--- config.mk ---
export PLATFORM = sky130hd
export DESIGN_NAME = swsc_front
export DESIGN_NICKNAME = d
export VERILOG_FILES = /design/src/hw/rtl/swsc_pkg.sv /design/src/hw/rtl/swsc_front.sv
export SDC_FILE = /design/constraint.sdc
export NUM_CORES = 1
export LEC_CHECK = 0
export BUFFER_PORTS_ARGS = -buffer_cell sky130_fd_sc_hd__buf_4
export CAP_MARGIN = 10
export CORE_UTILIZATION = 46
export DETAILED_ROUTE_END_ITERATION = 10
export MAX_ROUTING_LAYER = met4
export PLACE_DENSITY_LB_ADDON = 0.3
export SLEW_MARGIN = 40
export SYNTH_ARGS = -nofsm -noshare
export SYNTH_HDL_FRONTEND = slang
export SYNTH_SLANG_ARGS = --single-unit
--- constraint.sdc ---
create_clock -name vclk -period 5.9
set_input_delay 1.18 -clock vclk [all_inputs]
set_output_delay 1.18 -clock vclk [all_outputs]
set_load 0.01 [all_outputs]
--- src/hw/rtl/swsc_pkg.sv ---
`default_nettype none
package swsc_pkg;

	localparam logic [14:0] Q8_MAX    = 15'd25600;
	localparam logic [14:0] Q8_LIMIT  = 15'd25601;
	localparam logic [9:0]  RAD_MAX_H = 10'd500;
	localparam logic [9:0]  RAD_MIN_H = 10'd40;

	// configuration register indexes
	localparam logic [1:0] REG_HALF_TRACK = 2'd0;
	localparam logic [1:0] REG_REAR_BASE  = 2'd1;
	localparam logic [1:0] REG_FRONT_BASE = 2'd2;
	localparam logic [1:0] REG_MID_OFFSET = 2'd3;

	// classified item handed from front to back
	typedef struct packed {
		logic               straight;
		logic               swap;
		logic [7:0]         mag;
		logic [8:0]         rad_h;
		logic signed [15:0] sval;
	} item_t;

	typedef struct packed {
		logic [9:0] half_track;
		logic [9:0] rear_base;
		logic [9:0] front_base;
		logic [9:0] mid_offset;
	} geom_t;

endpackage
`default_nettype wire

--- src/hw/rtl/swsc_front.sv ---
`default_nettype none
module swsc_front (
	input  wire logic signed [7:0] drive_speed,
	input  wire logic signed [7:0] steer_command,
	output swsc_pkg::item_t        item
);
	import swsc_pkg::*;

	logic [7:0]         acmd;
	logic signed [11:0] rad_raw;

	// magnitude, radius in half units, straight value
	always_comb begin
		acmd    = steer_command[7] ? 8'(-steer_command) : 8'(steer_command);
		rad_raw = 12'sd500 - 12'($signed({4'b0, acmd}) * 12'sd5);
		item.straight = (steer_command == 8'sd0);
		item.swap     = !steer_command[7] && (steer_command != 8'sd0);
		item.mag      = drive_speed[7] ? 8'(-drive_speed) : 8'(drive_speed);
		if (rad_raw < $signed({2'b0, RAD_MIN_H})) begin
			item.rad_h = RAD_MIN_H[8:0];
		end else begin
			item.rad_h = rad_raw[8:0];
		end
		// speeds beyond plus or minus 100 saturate
		if (drive_speed > 8'sd100) begin
			item.sval = $signed({1'b0, Q8_MAX});
		end else if (drive_speed < -8'sd100) begin
			item.sval = -$signed({1'b0, Q8_MAX});
		end else begin
			item.sval = {drive_speed, 8'b0};
		end
	end

endmodule
`default_nettype wire

# After elaboration in Yosys (flattened, before gate mapping)
# Index checks and enable logic that the tools add are counted.
# classes
n_addsub	3
mul	1
order_cmp	3
mux	5
reduce_logical	4
# op_table
op	n
$mux W16	2
$mux W8	2
$neg A8 Y8	2
$lt A12 B7 Y1 const B	1
$sub A9 B11 Y12 const A	1
$mul A8 B3 Y11 const B	1
$mux W9	1
$gt A8 B8 Y1 const B	1
$logic_not A8 Y1	1
$lt A8 B8 Y1 const B	1
$reduce_bool A8 Y1	1
$logic_and A1 B1 Y1	1
$logic_not A1 Y1	1
# word_totals
ff_bits	0
in_bits	16

# Longest topological paths before layout
# logic_depth
word_depth	6
depth_mapped	14
depth_no_buf	13

# Least setup slack after synthesis
# Ideal clock, no wire load.
# synth_path
kind	input port to output port
startpoint	input port steer_command[0]
endpoint	output port item[16] in the netlist's numbering
arrival_ps	4174
required_ps	4720
setup_slack_ps	546
cell_stages	14
path_buffers	1
path_cell_list	inv_1 ha_1 inv_1 o31ai_1 xnor2_1 fa_1 inv_1 ha_1 buf_6 a21o_1 a31o_1 a221o_1 o32a_2 a211oi_1
# synth_rtl
item	line_no	text
from (decl)	swsc_front.sv:4	input wire logic signed [7:0] steer_command,
to (decl)	swsc_front.sv:5	output swsc_pkg::item_t item

==> metrics.cfg <==
[sta]
drv_slew = 0
setup_tns_ps = 0
fin_crit_sh = 0.957
hold_viol_final = 0
setup_viol = 0
period_needed_ps = 5650
rsz0062_at_grt = false
setup_ws_ps = 255
max_freq_mhz = 177

[outcome]
status = completed

[setup_path]
cp_slowest_stage_delay_ps = 540
crit_path_end_kind = output pin
crit_path_frequent_cell = inv_1
worstPathCellList = buf_4 -> inv_1 -> ha_1 -> inv_1 -> o31ai_1 -> xnor2_1 -> fa_1 -> inv_1 -> ha_2 -> a21o_1 -> a31o_1 -> a221o_1 -> o32a_2 -> a211oi_1 -> buf_4
cpMaxStageDelayCell = fa_1
critPathKind = input port to output pin
crit_required_ps = 4720
path_max_fanout = 8
arrival_ps = 4470
start_kind = input port

[grt]
grt_overflow_total = 0
antenna_found_initial = 0
grt_usage = 0.211
grt_pass1_wl_mm = 4.28
grt_max_degree = 11
grt_pass1_vias = 1034

[route]
viasPerCell = 5.34
ant_nets = 0
wl_mm = 2.55
drtIter0Drc = 17
wl_per_cell_um = 11.7
dr.pass1.iters = 4
vias = 1170
post-route-drc-count = 0

[finish]
design_area_mm2 = 0.00137
drive_above_1_share = 0.298
antenna-diode-count = 0
ff_latch_area_um2 = 0
nClkBuffers = 0
areaGrowthSynthToFinish_pct = 29.2
fillers = 199
nFlopsAndLatches = 0
final_core_util = 0.626
final_nets = 225

[yosys]
netlist_instances = 153
yosys_warnings = 0
yosysSeqAreaShare = 0
avgSynthCellArea_um2 = 6.94
synthesis.area_mm2 = 0.00106
ys_types = 47

[power]
power_density_mw_per_mm2 = 240
ir_drop_mv = 0.236
p_leak_nw = 0.695

[floorplan]
die-area_mm2 = 0.00251
dieWidth_um = 50.1
coreArea_mm2 = 0.00219
die_h_um = 50.1
start_util = 0.485
pin_count = 51
core.rowCount = 17

[min_path]
holdPathEnd = item[25]
min-delay-start = drive_speed[0]
hold_path_class = input port to output pin
hold_path_depth = 2

[placement]
hpwlAfterDp_mm = 2.15
io_buffers = 43
post-place-ws_ps = 181
place_congestion = 0.832
dpl_cell_area_mm2 = 0.00136

[clocking]
cts_setup_buffers = 0

[flow_run]
cap_viol_max_count = 0

what timing repair did:
action / CTS / global route
resized for setup: 0 / 2
endpoints found under the setup margin: 0 / 6
hold buffers: 0 / 0
report_power, final:
group	switching, mW	internal (mW)
logic	0.175	0.154
clock network	0	0
registers	0	0
placed cells by master, fill, tap and decap left out, types with 2 or more instances in the layout:
cell type and count:
o31ai_1 2, ha_1 14, xor2_1 2, xnor2_1 11
nor4_1 2, nor3_1 8, a211oi_1 4, inv_1 20
o21ai_1 2, buf_4 44, or3_1 2, o21ai_0 5
nor2_1 17, a211oi_2 2, o21a_2 2, nand2_1 12
conb_1 8, a211o_1 2, a21o_1 3, nand2b_1 3
logic make-up after synthesis:
| family | after synthesis | share of synthesized area |
|---|---|---|
| other cells | 1 | 0.00353 |
| simple gates | 54 | 0.263 |
| compound gates | 36 | 0.276 |
| xor+xnor | 13 | 0.107 |
| buf+inv | 33 | 0.155 |
| fa+ha+maj | 16 | 0.196 |
per-stage QoR:
stage,std cells,power (mW),hold WS [ps]
floorplan,160,0.229,2410
global placement,219,0.316,2560
detailed placement,219,0.321,2570
CTS,219,0.323,2570
global route,219,0.361,2580
finish,219,0.329,2560
layout make-up:
cell class / count / area (µm²) / area share
inverter: 20 / 75.1 / 0.0547
timing repair buffer: 44 / 330 / 0.241
multi-input combinational: 127 / 932 / 0.679
tap: 28 / 35.0 / 0.0255
layer usage:
layer / vias to the layer above / global-route usage / part of all wire
met1: 523 / 0.253 / 0.44
met2: 42 / 0.396 / 0.50
met4: 0 / 0.0143 / 0.0039
met3: 2 / 0.00926 / 0.054
li1: 603 / - / -
met5: - / - / 0
synth_stat cells, types with 2 or more instances:
master / instances / area [µm²]
inv_1: 20 / 75.1
o21ai_1: 2 / 10.0
nor3_1: 8 / 40.0
nor2_1: 17 / 63.8
or3_1: 2 / 12.5
buf_4: 9 / 67.6
nand2b_1: 3 / 18.8
xnor2_1: 11 / 96.3
a211o_1: 2 / 17.5
clkbuf_1: 3 / 11.3
o31ai_1: 2 / 15.0
ha_1: 15 / 188
xor2_1: 2 / 17.5
a211oi_1: 4 / 30.0
a21o_1: 3 / 22.5
o21a_2: 2 / 17.5
nand2_1: 12 / 45.0
a211oi_2: 2 / 25.0
o21ai_0: 5 / 25.0
nor4_1: 2 / 12.5
worst max-delay path by stage:
stage	depth (start not counted)	to	from
finish	15	item[16]	steer_command[0]
global route	15	item[16]	steer_command[0]
CTS	15	item[16]	steer_command[0]
detailed placement	15	item[16]	steer_command[0]
global placement	15	item[21]	steer_command[0]
floorplan	14	item[16]	steer_command[0]
worst max-delay path, delay by kind of cell:
kind | cells | cell delay [ps]
compound gates | 6 | 1530
fa+ha+maj | 3 | 1080
buf+inv | 5 | 490
xor+xnor | 1 | 160
Note: power is estimated with default switching activity, not from simulation.
