<file path="config.mk">
export PLATFORM = sky130hd
export DESIGN_NAME = swsc_fifo
export DESIGN_NICKNAME = d
export VERILOG_FILES = /design/src/hw/rtl/swsc_pkg.sv /design/src/hw/rtl/swsc_fifo.sv
export SDC_FILE = /design/constraint.sdc
export NUM_CORES = 1
export LEC_CHECK = 0
export ABC_AREA = 0
export BUFFER_PORTS_ARGS = -buffer_cell sky130_fd_sc_hd__buf_2
export CAP_MARGIN = 20
export CORE_MARGIN = 1
export CORE_UTILIZATION = 47
export CTS_BUF_LIST = sky130_fd_sc_hd__clkbuf_4 sky130_fd_sc_hd__clkbuf_8
export DETAILED_ROUTE_END_ITERATION = 6
export GPL_ROUTABILITY_DRIVEN = 0
export GPL_TIMING_DRIVEN = 0
export PLACE_DENSITY = 0.72
export SLEW_MARGIN = 20
export SYNTH_ARGS = -nofsm -noshare
export SYNTH_HDL_FRONTEND = slang
export SYNTH_SLANG_ARGS = --single-unit
export TNS_END_PERCENT = 20
</file>
<file path="constraint.sdc">
create_clock -name clk -period 3.4 [get_ports clk]
set_input_delay 0.34 -clock clk [delete_from_list [all_inputs] [get_ports clk]]
set_output_delay 0.34 -clock clk [all_outputs]
set_load 0.02 [all_outputs]
</file>
<file path="src/hw/rtl/swsc_pkg.sv">
`default_nettype none
package swsc_pkg;

	localparam logic [14:0] Q8_MAX    = 15'd25600;
	localparam logic [14:0] Q8_LIMIT  = 15'd25601;
	localparam logic [9:0]  RAD_MAX_H = 10'd500;
	localparam logic [9:0]  RAD_MIN_H = 10'd40;

	// configuration register indexes
	localparam logic [1:0] REG_HALF_TRACK = 2'd0;
	localparam logic [1:0] REG_REAR_BASE  = 2'd1;
	localparam logic [1:0] REG_FRONT_BASE = 2'd2;
	localparam logic [1:0] REG_MID_OFFSET = 2'd3;

	// classified item handed from front to back
	typedef struct packed {
		logic               straight;
		logic               swap;
		logic [7:0]         mag;
		logic [8:0]         rad_h;
		logic signed [15:0] sval;
	} item_t;

	typedef struct packed {
		logic [9:0] half_track;
		logic [9:0] rear_base;
		logic [9:0] front_base;
		logic [9:0] mid_offset;
	} geom_t;

endpackage
`default_nettype wire

</file>
<file path="src/hw/rtl/swsc_fifo.sv">
`default_nettype none
module swsc_fifo #(
	parameter int DEPTH = 2
) (
	input  wire logic            clk,
	input  wire logic            arst_n,
	input  wire logic            push,
	input  swsc_pkg::item_t      push_item,
	output logic                 full,
	input  wire logic            pop,
	output swsc_pkg::item_t      pop_item,
	output logic                 not_empty
);
	import swsc_pkg::*;

	localparam int PW = (DEPTH > 1) ? $clog2(DEPTH) : 1;
	localparam int CW = $clog2(DEPTH + 1);

	item_t         mem_q [DEPTH];
	logic [PW-1:0] wr_q, rd_q;
	logic [CW-1:0] cnt_q;

	assign full      = (cnt_q == CW'(DEPTH));
	assign not_empty = (cnt_q != '0);
	assign pop_item  = mem_q[rd_q];

	// storage
	always_ff @(posedge clk) begin
		if (push) begin
			mem_q[wr_q] <= push_item;
		end
	end

	// pointers and fill count
	always_ff @(posedge clk or negedge arst_n) begin
		if (!arst_n) begin
			wr_q  <= '0;
			rd_q  <= '0;
			cnt_q <= '0;
		end else begin
			if (push) begin
				wr_q <= (wr_q == PW'(DEPTH - 1)) ? '0 : wr_q + 1'b1;
			end
			if (pop) begin
				rd_q <= (rd_q == PW'(DEPTH - 1)) ? '0 : rd_q + 1'b1;
			end
			if (push && !pop) begin
				cnt_q <= cnt_q + 1'b1;
			end else if (pop && !push) begin
				cnt_q <= cnt_q - 1'b1;
			end
		end
	end

endmodule
`default_nettype wire

</file>
# After elaboration in Yosys (flattened, before gate mapping)
# Memories as Yosys holds them, arrays and structs flattened.
# Index checks and enable logic that the tools add are counted.
dict set report word_totals {
  romBits 0
  memories 1
  regBits 4
  ramBits 70
  output_inout_bits 37
  latchBits 0
}
dict set report op_classes {
  n_eq_ne 1
  n_bitwise 0
  magnitude_cmp 0
  n_mux 6
  n_div 0
  n_mul 0
  add_sub_neg 4
  n_shift 0
  n_reduce_logical 6
}
# memory depth width read_ports rd_ports_with_merged_regs write_ports line_no
set mem_list {}
lappend mem_list {mem_q 2 35 1 0 1 swsc_fifo.sv:19} ;# item_t mem_q [DEPTH];
# op count
set op_table {}
lappend op_table {{2-to-1 mux 1 bit} 4}
lappend op_table {{2-to-1 mux 2 bit} 2}
lappend op_table {{nonzero test 2 bit} 2}
lappend op_table {{adder 1 bit (second input constant)} 2}
lappend op_table {{adder 2 x 1 -> 2 bit (second input constant)} 1}
lappend op_table {{== test 2 bit (second input constant)} 1}
lappend op_table {{logical AND 1 bit} 2}
lappend op_table {{zero test 1 bit} 2}
lappend op_table {{subtractor 2 x 1 -> 2 bit (second input constant)} 1}

# Longest topological paths before layout
# Gate-level depths: netlist (run 1).
dict set report depth {
  word_depth 4
  depth_mapped 5
}

# Least setup slack after synthesis (run 1)
# OpenSTA, ideal clock, no wires.
dict set report synth_path {
  path_kind {register to register}
  startpoint {register wr_q}
  endpoint {memory mem_q[0][0] (netlist bit), enable pin}
  stages_incl_launch_ff 2
  n_path_buf 0
  synth_period_minus_slack_ns 2.405
  setup_slack_ns 0.995
  t_required_ns 2.969
  t_arrival_ns 1.973
  path_cell_list {dfrtp_1 nor2b_1}
}
# element line_no
set synth_rtl {}
lappend synth_rtl {{start, declared} swsc_fifo.sv:20} ;# logic [PW-1:0] wr_q, rd_q;
lappend synth_rtl {{start signal, assigned} swsc_fifo.sv:42} ;# wr_q <= (wr_q == PW'(DEPTH - 1)) ? '0 : wr_q + 1'b1;
lappend synth_rtl {{end, declared} swsc_fifo.sv:19}
# Straight into the memory's write port.

==> metrics.txt, run 1 <==
status completed; first-pass GRT wire length 6910 µm; CP delay by family, top buffers and inverters; Die Ht 80.1 µm; Comb pwr share 0.350; r2r endpoint mem_q[0][15]$_DFFE_PP_; global route total overflow 0; hold slack 184 ps; crit path DAT roughly 1500 ps; worst min path class primary input to register; CP bufs+invs 3; maximum vdd ir drop 0.000583 V; CTS resizes 0; first drt pass iteration count 3; Routed WL between 4000 and 5000 µm; Crit Path Class register to primary output; die area 0.00641 mm²; Worst Max-Slew Pin Slew 535 ps; Clock Tree Buf Depth 2; Hold Crit Depth 1; Max H-tree Level 3; post-synth top area share 0.734; Slew Viols, Final 0; worst r2r path cells 2; vias post-DR around 1400; Pwr Density 900 mW/mm²; Non-Filler Instances 294; Final setup viols 0; setup_tns 0 ps; pin count of the biggest net entering global routing 22; dpl ws 1870 ps; synth unique cells 14; slowest stage cell, crit path dfrtp_1; r2r setup slk 1970 ps; CTS root buf clkbuf_8; worst skew pair latency 340 ps; #FFs+latches synth 74; critical-path cell list buf_6, buf_12, mux2_4, buf_2; internal power around 2.3 mW; Final Core Density 0.624; slew margin rel. 0.643; critical path required time approximately 3000 ps; reg-to-reg critical path startpoint wr_q$_DFFE_PN0P_; most frequent cells in the layout buf_2, edfxtp_1, mux2_4, clkbuf_8, mux2_2; hpwl dp 2950 µm; fmax between 500 and 600 MHz; clock power share 0.265; fin nets 254; share of cells above drive strength 1 0.616; Min-Delay Startpoint push_item[24]; Inserted Diodes 0; vias per cell between 4 and 5; RSZ-0062 raised after global routing false; highest net fanout along the worst path 10; Crit. End Element primary output; Hold EP mem_q[1][24]$_DFFE_PP_; die width 80.1 µm; drt wl/cell between 10 and 15 µm; Leakage 1.50 nW; Syn Std Cell Area around 0.0029 mm²; initial antenna violation count 0; most common cell after layout, fill and taps aside buf_2; Final Hold Viols 0; IO Port Bufs 75; Syn Area/Cell between 20 and 25 µm²; # DRC 0; Worst path max stage delay approximately 370 ps; CORE AREA around 0.006 mm²; Total Routing Usage GR 0.153; Placement Rows 28; Clock Skews 4.83 ps; Switch Pwr 0.973 mW; clock sink count 74; sequential power share 0.385; Worst setup SP type register; initial drt markers 70; Synth Warn # 0; area added between synthesis and finish 28.2%; Cells after Synth 125; Area after DPL between 0.003 and 0.004 mm²; CTS tree done; Setup Fix Bufs, Post-CTS 0; clock-pin slew on the worst setup and hold paths 80 ps; post-route ant nets 0; final worst path period share 0.535; minimum clock period 1820 ps; Ports 76; total CTS buffers 9; most area-hungry cell type in the Yosys netlist edfxtp_1; Inst Count DP 277; starting density of the core 0.487; Final Power 3.31 mW; setup ws final 1580 ps; Net Sw Frac 0.294; final instance area 0.00367 mm²; Seq/Total Area, Yosys 0.769; maxcap violations 0; main area contributors after synthesis edfxtp_1, mux2_4, dfrtp_1, mux2_2, buf_12; Synthesized Nets 165; vias in the first global route 1447
-- per-layer routing --
metal,vias to the layer above,routed length [µm],track usage
met5,-,0,0
met4,0,105,0.0964
met3,10,207,0.0386
met2,44,2250,0.250
met1,680,1790,0.182
li1,664,-,-
-- power by group through the flow --
| stage | logic [mW] | clock network [mW] | registers [mW] |
|---|---|---|---|
| 6_report | 1.16 | 0.875 | 1.27 |
| 5_1_grt | 1.24 | 0.931 | 1.29 |
| 4_1_cts | 1.18 | 0.894 | 1.27 |
| 3_5_place_dp | 1.18 | 0 | 1.29 |
| 3_3_place_gp | 1.12 | 0 | 1.29 |
| 2_1_floorplan | 0.854 | 0 | 1.28 |
-- worst max path at each step --
stage / from / to / slack (ps) / depth (start not counted)
CTS: rd_q$_DFFE_PN0P_ / pop_item[13] / 1550 / 4
finish: rd_q$_DFFE_PN0P_ / pop_item[13] / 1580 / 4
floorplan: wr_q$_DFFE_PN0P_ / mem_q[0][0]$_DFFE_PP_ / 1000 / 1
global route: rd_q$_DFFE_PN0P_ / pop_item[13] / 1520 / 4
detailed placement: push / mem_q[0][21]$_DFFE_PP_ / 1870 / 3
global placement: push / mem_q[0][4]$_DFFE_PP_ / -1 / 2
-- state kept, by name, summed over array words and instances, names as in the netlist --
signal / cells
mem_q: 70
cnt_q: 2
rd_q: 1
wr_q: 1
-- Yosys cell counts --
library cell and count:
dfrtp_1 4, nor2_1 1, buf_12 3, mux2_4 29
or2_2 1, and2_1 1, edfxtp_1 70, ha_1 1
mux2_2 6, xnor2_1 1, inv_1 1, xor2_1 4
nor2b_1 2, buf_6 1
-- layout make-up --
cell class              count  area, µm²
inverters                   1       3.75
plain buffers               4       71.3
clock inverters             7        141
multi-input cells          46        597
clock buffers               9        124
flip-flops and latches     74       2200
fillers                   439       2210
repair buffers             78        440
well taps                  75       93.8
-- logic make-up (layout without fill, tap and decap cells) --
family / after synthesis / in the layout / share of synthesized area
buffers and inverters: 5 / 99 / 0.0262
flip-flops: 74 / 74 / 0.769
AND/OR/NAND/NOR: 5 / 5 / 0.0100
multiplexers: 35 / 35 / 0.176
adder cells (fa/ha/maj): 1 / 1 / 0.00437
XOR/XNOR: 5 / 5 / 0.0153
-- worst reg2reg max path, stage by stage (launching register included) --
cell	delay, ps
dfrtp_1	430
nor2b_4	470
buf_16	240
-- timing repair --
item / 4_1_cts / 5_1_grt
hold endpoints to repair: 4 / 0
hold buffers: 1 / 0
setup endpoints to repair: 0 / 0
No activity file was read; power rests on OpenSTA's default activity.
==> inputs of run 2 (changes only) <==
==> constraint.sdc (replaced) <==
create_clock -name clk -period 1.75 [get_ports clk]
set_input_delay 0.175 -clock clk [delete_from_list [all_inputs] [get_ports clk]]
set_output_delay 0.175 -clock clk [all_outputs]
set_load 0.02 [all_outputs]
==> metrics.txt, run 2 (synthesis gave the netlist of run 1 again) <==
worst min path class primary input to register; CTS tree done; Crit. End Element primary output; largest registers mem_q: 70 flops, cnt_q: 2 flops; # DRC 0; pin count of the biggest net entering global routing 25; global route total overflow 0; starting density of the core 0.487; total CTS buffers 9; Largest Register mem_q; vias in the first global route 1409; crit path DAT 1480 ps; critical path required time 1570 ps; initial drt markers just under 50; post-route ant nets 0; Final Power 6.40 mW; Pwr Density about 1700 mW/mm²; setup ws final 97.4 ps; Ports 76; CP delay by family, top buffers and inverters; worst skew pair latency 340 ps; initial antenna violation count 0; Die Ht 80.1 µm; hpwl dp 2890 µm; CTS root buf clkbuf_8; setup_tns 0 ps; area added between synthesis and finish 27.7%; Leakage 1.50 nW; Placement Rows 28; clock-pin slew on the worst setup and hold paths 80 ps; fin nets between 200 and 300; Slew Viols, Final 0; Final Core Density 0.622; Worst path max stage delay 380 ps; Final Hold Viols 0; dpl ws 397 ps; fmax 605 MHz; CP bufs+invs 3; CTS resizes 0; Final setup viols 0; vias post-DR 1382; share of cells above drive strength 1 0.616; vias per cell 4.70; Area after DPL between 0.003 and 0.004 mm²; RSZ-0062 raised after global routing false; Worst setup SP type register; CORE AREA 0.00589 mm²; Clock Tree Buf Depth 2; slew margin rel. 0.728; maximum vdd ir drop around 0.0009 V; slowest stage cell, crit path dfrtp_1; critical-path cell list buf_6, buf_12, mux2_4, buf_2; highest net fanout along the worst path 10; die width 80.1 µm; maxcap violations 0; clock sink count 74; drt wl/cell between 10 and 15 µm; Inserted Diodes 0; Routed WL 4340 µm; final worst path period share 0.944; most common cell after layout, fill and taps aside buf_2; Total Routing Usage GR 0.145; first-pass GRT wire length ~6500 µm; most frequent cells in the layout buf_2, edfxtp_1, mux2_4, clkbuf_8, mux2_2; status completed; die area between 0.006 and 0.007 mm²; Clock Skews between 9 and 10 ps; first drt pass iteration count 4; Crit Path Class register to primary output; max reg flops 70; final instance area about 0.0037 mm²; IO Port Bufs 75; minimum clock period 1650 ps; Max H-tree Level 3; Worst Max-Slew Pin Slew 407 ps
-- run 2: worst register-to-register path: cells and delay by family, from the launching register on --
| kind | cells | cell delay [ps] |
|---|---|---|
| simple gates | 1 | 370 |
| flops | 1 | 420 |
| buf+inv | 1 | 250 |
-- run 2: worst paths after layout --
path,start,to,slack (ps),cells after the start
worst max-delay path,rd_q$_DFFE_PN0P_,pop_item[10],100,4
worst min-delay path,push_item[34],mem_q[0][34]$_DFFE_PP_,20,1
worst max register to register,wr_q$_DFFE_PN0P_,mem_q[0][8]$_DFFE_PP_,410,2
worst min register to register,cnt_q[1]$_DFFE_PN0P_,cnt_q[1]$_DFFE_PN0P_,510,1
max in group asynchronous,arst_n,cnt_q[0]$_DFFE_PN0P_,1470,2
min in group asynchronous,arst_n,rd_q$_DFFE_PN0P_,160,2
-- run 2: layout make-up --
cell class	instances	area, µm²
tap	75	93.8
inverter	1	3.75
multi-input combinational	46	597
timing repair buffer	78	425
buffer	4	71.3
fill	430	2230
clock inverter	7	141
sequential	74	2200
clock buffer	9	124
-- run 2: per-layer routing --
layer,share of wire,GRT usage,vias up
met4,0.014,0.0768,0
met2,0.51,0.240,52
li1,-,-,663
met1,0.42,0.172,661
met3,0.059,0.0409,6
met5,0,0,-
-- run 2: where the power goes --
part           switching (mW)  leakage, nW  internal [mW]  total, mW
clock network           0.616        0.129           1.09       1.71
logic                    1.16        0.664           1.07       2.22
registers               0.115        0.704           2.35       2.47
-- run 2: metrics by stage --
stage / hold WS, ps / cells
finish: 19.7 / 294
global route: 4.83 / 294
CTS: 4.12 / 294
detailed placement: -12.0 / 277
global placement: -15.4 / 275
floorplan: -121 / 125
-- run 2: what timing repair did --
item,CTS,global route
hold buffers,1,0
setup buffers,0,0
hold endpoints to repair,4,0
==> inputs of run 3 (changes only) <==
--- a/config.mk
+++ b/config.mk
@@ -8,13 +8,15 @@
 export ABC_AREA = 0
 export BUFFER_PORTS_ARGS = -buffer_cell sky130_fd_sc_hd__buf_2
 export CAP_MARGIN = 20
+export CELL_PAD_IN_SITES_DETAIL_PLACEMENT = 1
+export CELL_PAD_IN_SITES_GLOBAL_PLACEMENT = 1
 export CORE_MARGIN = 1
-export CORE_UTILIZATION = 47
+export CORE_UTILIZATION = 46
 export CTS_BUF_LIST = sky130_fd_sc_hd__clkbuf_4 sky130_fd_sc_hd__clkbuf_8
 export DETAILED_ROUTE_END_ITERATION = 6
 export GPL_ROUTABILITY_DRIVEN = 0
 export GPL_TIMING_DRIVEN = 0
-export PLACE_DENSITY = 0.72
+export PLACE_DENSITY_LB_ADDON = 0.1
 export SLEW_MARGIN = 20
 export SYNTH_ARGS = -nofsm -noshare
 export SYNTH_HDL_FRONTEND = slang
==> metrics.txt, run 3 (synthesis gave the netlist of run 1 again) <==
vias post-DR 1402; fmax 610 MHz; r2r setup slk 280 ps; most common cell after layout, fill and taps aside buf_2; Final setup viols 0; final instance area 0.00360 mm²; share of cells above drive strength 1 0.616; Clock Tree Buf Depth 2; global route total overflow 0; die width 80.9 µm; worst min path class primary input to register; max reg flops 70; die area approximately 0.0065 mm²; maxcap violations 0; maximum vdd ir drop 0.000852 V; pin count of the biggest net entering global routing 19; Slew Viols, Final 0; Final Power 5.96 mW; Die Ht 80.9 µm; crit path to pop_item[9]; Routed WL 4690 µm; worst skew pair latency 320 ps; highest net fanout along the worst path 10; largest registers mem_q: 70 flops, cnt_q: 2 flops; Placement Rows 28; reg-to-reg critical path startpoint wr_q$_DFFE_PN0P_; initial drt markers 67; fin nets 254; Largest Register mem_q; Pwr Density 1660 mW/mm²; critical path required time 1570 ps; CORE AREA 0.00596 mm²; first-pass GRT wire length 7220 µm; CTS tree done; Fill cells 560; CTS resizes 0; Leakage 1.47 nW; Crit. End Element primary output; Final Hold Viols 0; Ports 76; Clock Skews 4.15 ps; Worst Max-Slew Pin Slew 602 ps; status completed; vias in the first global route 1531; area added between synthesis and finish 25.5%; clock-pin slew on the worst setup and hold paths 70 ps; dpl ws around 250 ps; Area after DPL 0.00340 mm²; setup ws final approximately 110 ps; crit path DAT approximately 1500 ps; Worst setup SP type register; worst r2r path cells 2; vias per cell 4.77; post-route ant nets 0; CTS root buf clkbuf_8; # DRC 0; clock sink count 74; slew margin rel. 0.598; total CTS buffers 9; Sequential Area 0.00220 mm²; Max H-tree Level 3; first drt pass iteration count 4; final worst path period share 0.937; Setup crit start rd_q$_DFFE_PN0P_; drt wl/cell 15.9 µm; area taken by multi-input logic gates 597 µm²; initial antenna violation count 0; starting density of the core 0.481; RSZ-0062 raised after global routing false; Inserted Diodes 0; minimum clock period between 1500 and 2000 ps; Post-CTS Hold Buffers 1; r2r endpoint mem_q[0][23]$_DFFE_PP_; hpwl dp 3450 µm; Total Routing Usage GR 0.158; Setup Fix Bufs, Post-CTS 0; most frequent cells in the layout buf_2, edfxtp_1, mux2_4, clkbuf_8, mux2_2; IO Port Bufs 75; Crit Path Class register to primary output
-- run 3: changes by cell type in the layout (fill, tap and decap cells not counted) --
cell,previous run,this run
buf_12,5,3
buf_16,0,2
bufinv_16,4,1
clkbuf_4,0,1
clkinv_2,1,4
clkinv_4,1,0
-- run 3: through the flow --
stage	utilization	hold slack, ps	instances	setup TNS (ps)
5_1_grt	0.604	15.0	294	0
4_1_cts	0.604	12.4	294	0
2_1_floorplan	-	-121	125	0
3_3_place_gp	0.560	-17.7	275	-23790
3_5_place_dp	0.571	-9.08	277	0
6_report	0.604	32.4	294	0
-- run 3: layer usage --
metal | global-route usage | part of all wire | vias up
met3 | 0.0393 | 0.053 | 6
met1 | 0.171 | 0.39 | 683
li1 | - | - | 662
met4 | 0.0804 | 0.0090 | 0
met2 | 0.283 | 0.54 | 51
met5 | 0 | 0 | -
-- run 3: where the power goes --
group	switching (mW)	internal (mW)
Clock	0.572	0.664
Combinational	1.16	1.09
Sequential	0.120	2.36
Total	1.85	4.11
-- run 3: worst min-delay path by stage --
stage	from	end	slack [ps]	cells after the start
finish	push_item[5]	mem_q[1][5]$_DFFE_PP_	30	1
global route	push_item[5]	mem_q[0][5]$_DFFE_PP_	20	1
CTS	push_item[5]	mem_q[0][5]$_DFFE_PP_	10	1
detailed placement	arst_n	rd_q$_DFFE_PN0P_	-9	1
global placement	arst_n	rd_q$_DFFE_PN0P_	-20	1
floorplan	arst_n	cnt_q[0]$_DFFE_PN0P_	-120	0
-- run 3: cell type report --
cell class | count | share of cell area
multi-input cells | 46 | 0.166
well taps | 75 | 0.0261
plain buffers | 4 | 0.0198
clock inverters | 6 | 0.0160
inverters | 1 | 0.00104
flip-flops and latches | 74 | 0.612
clock buffers | 10 | 0.0365
repair buffers | 78 | 0.122
-- run 3: worst max-delay path: stages (launching register included) --
cell and delay [ps]:
dfrtp_1 370, buf_6 150, buf_12 150, mux2_4 300, buf_2 160
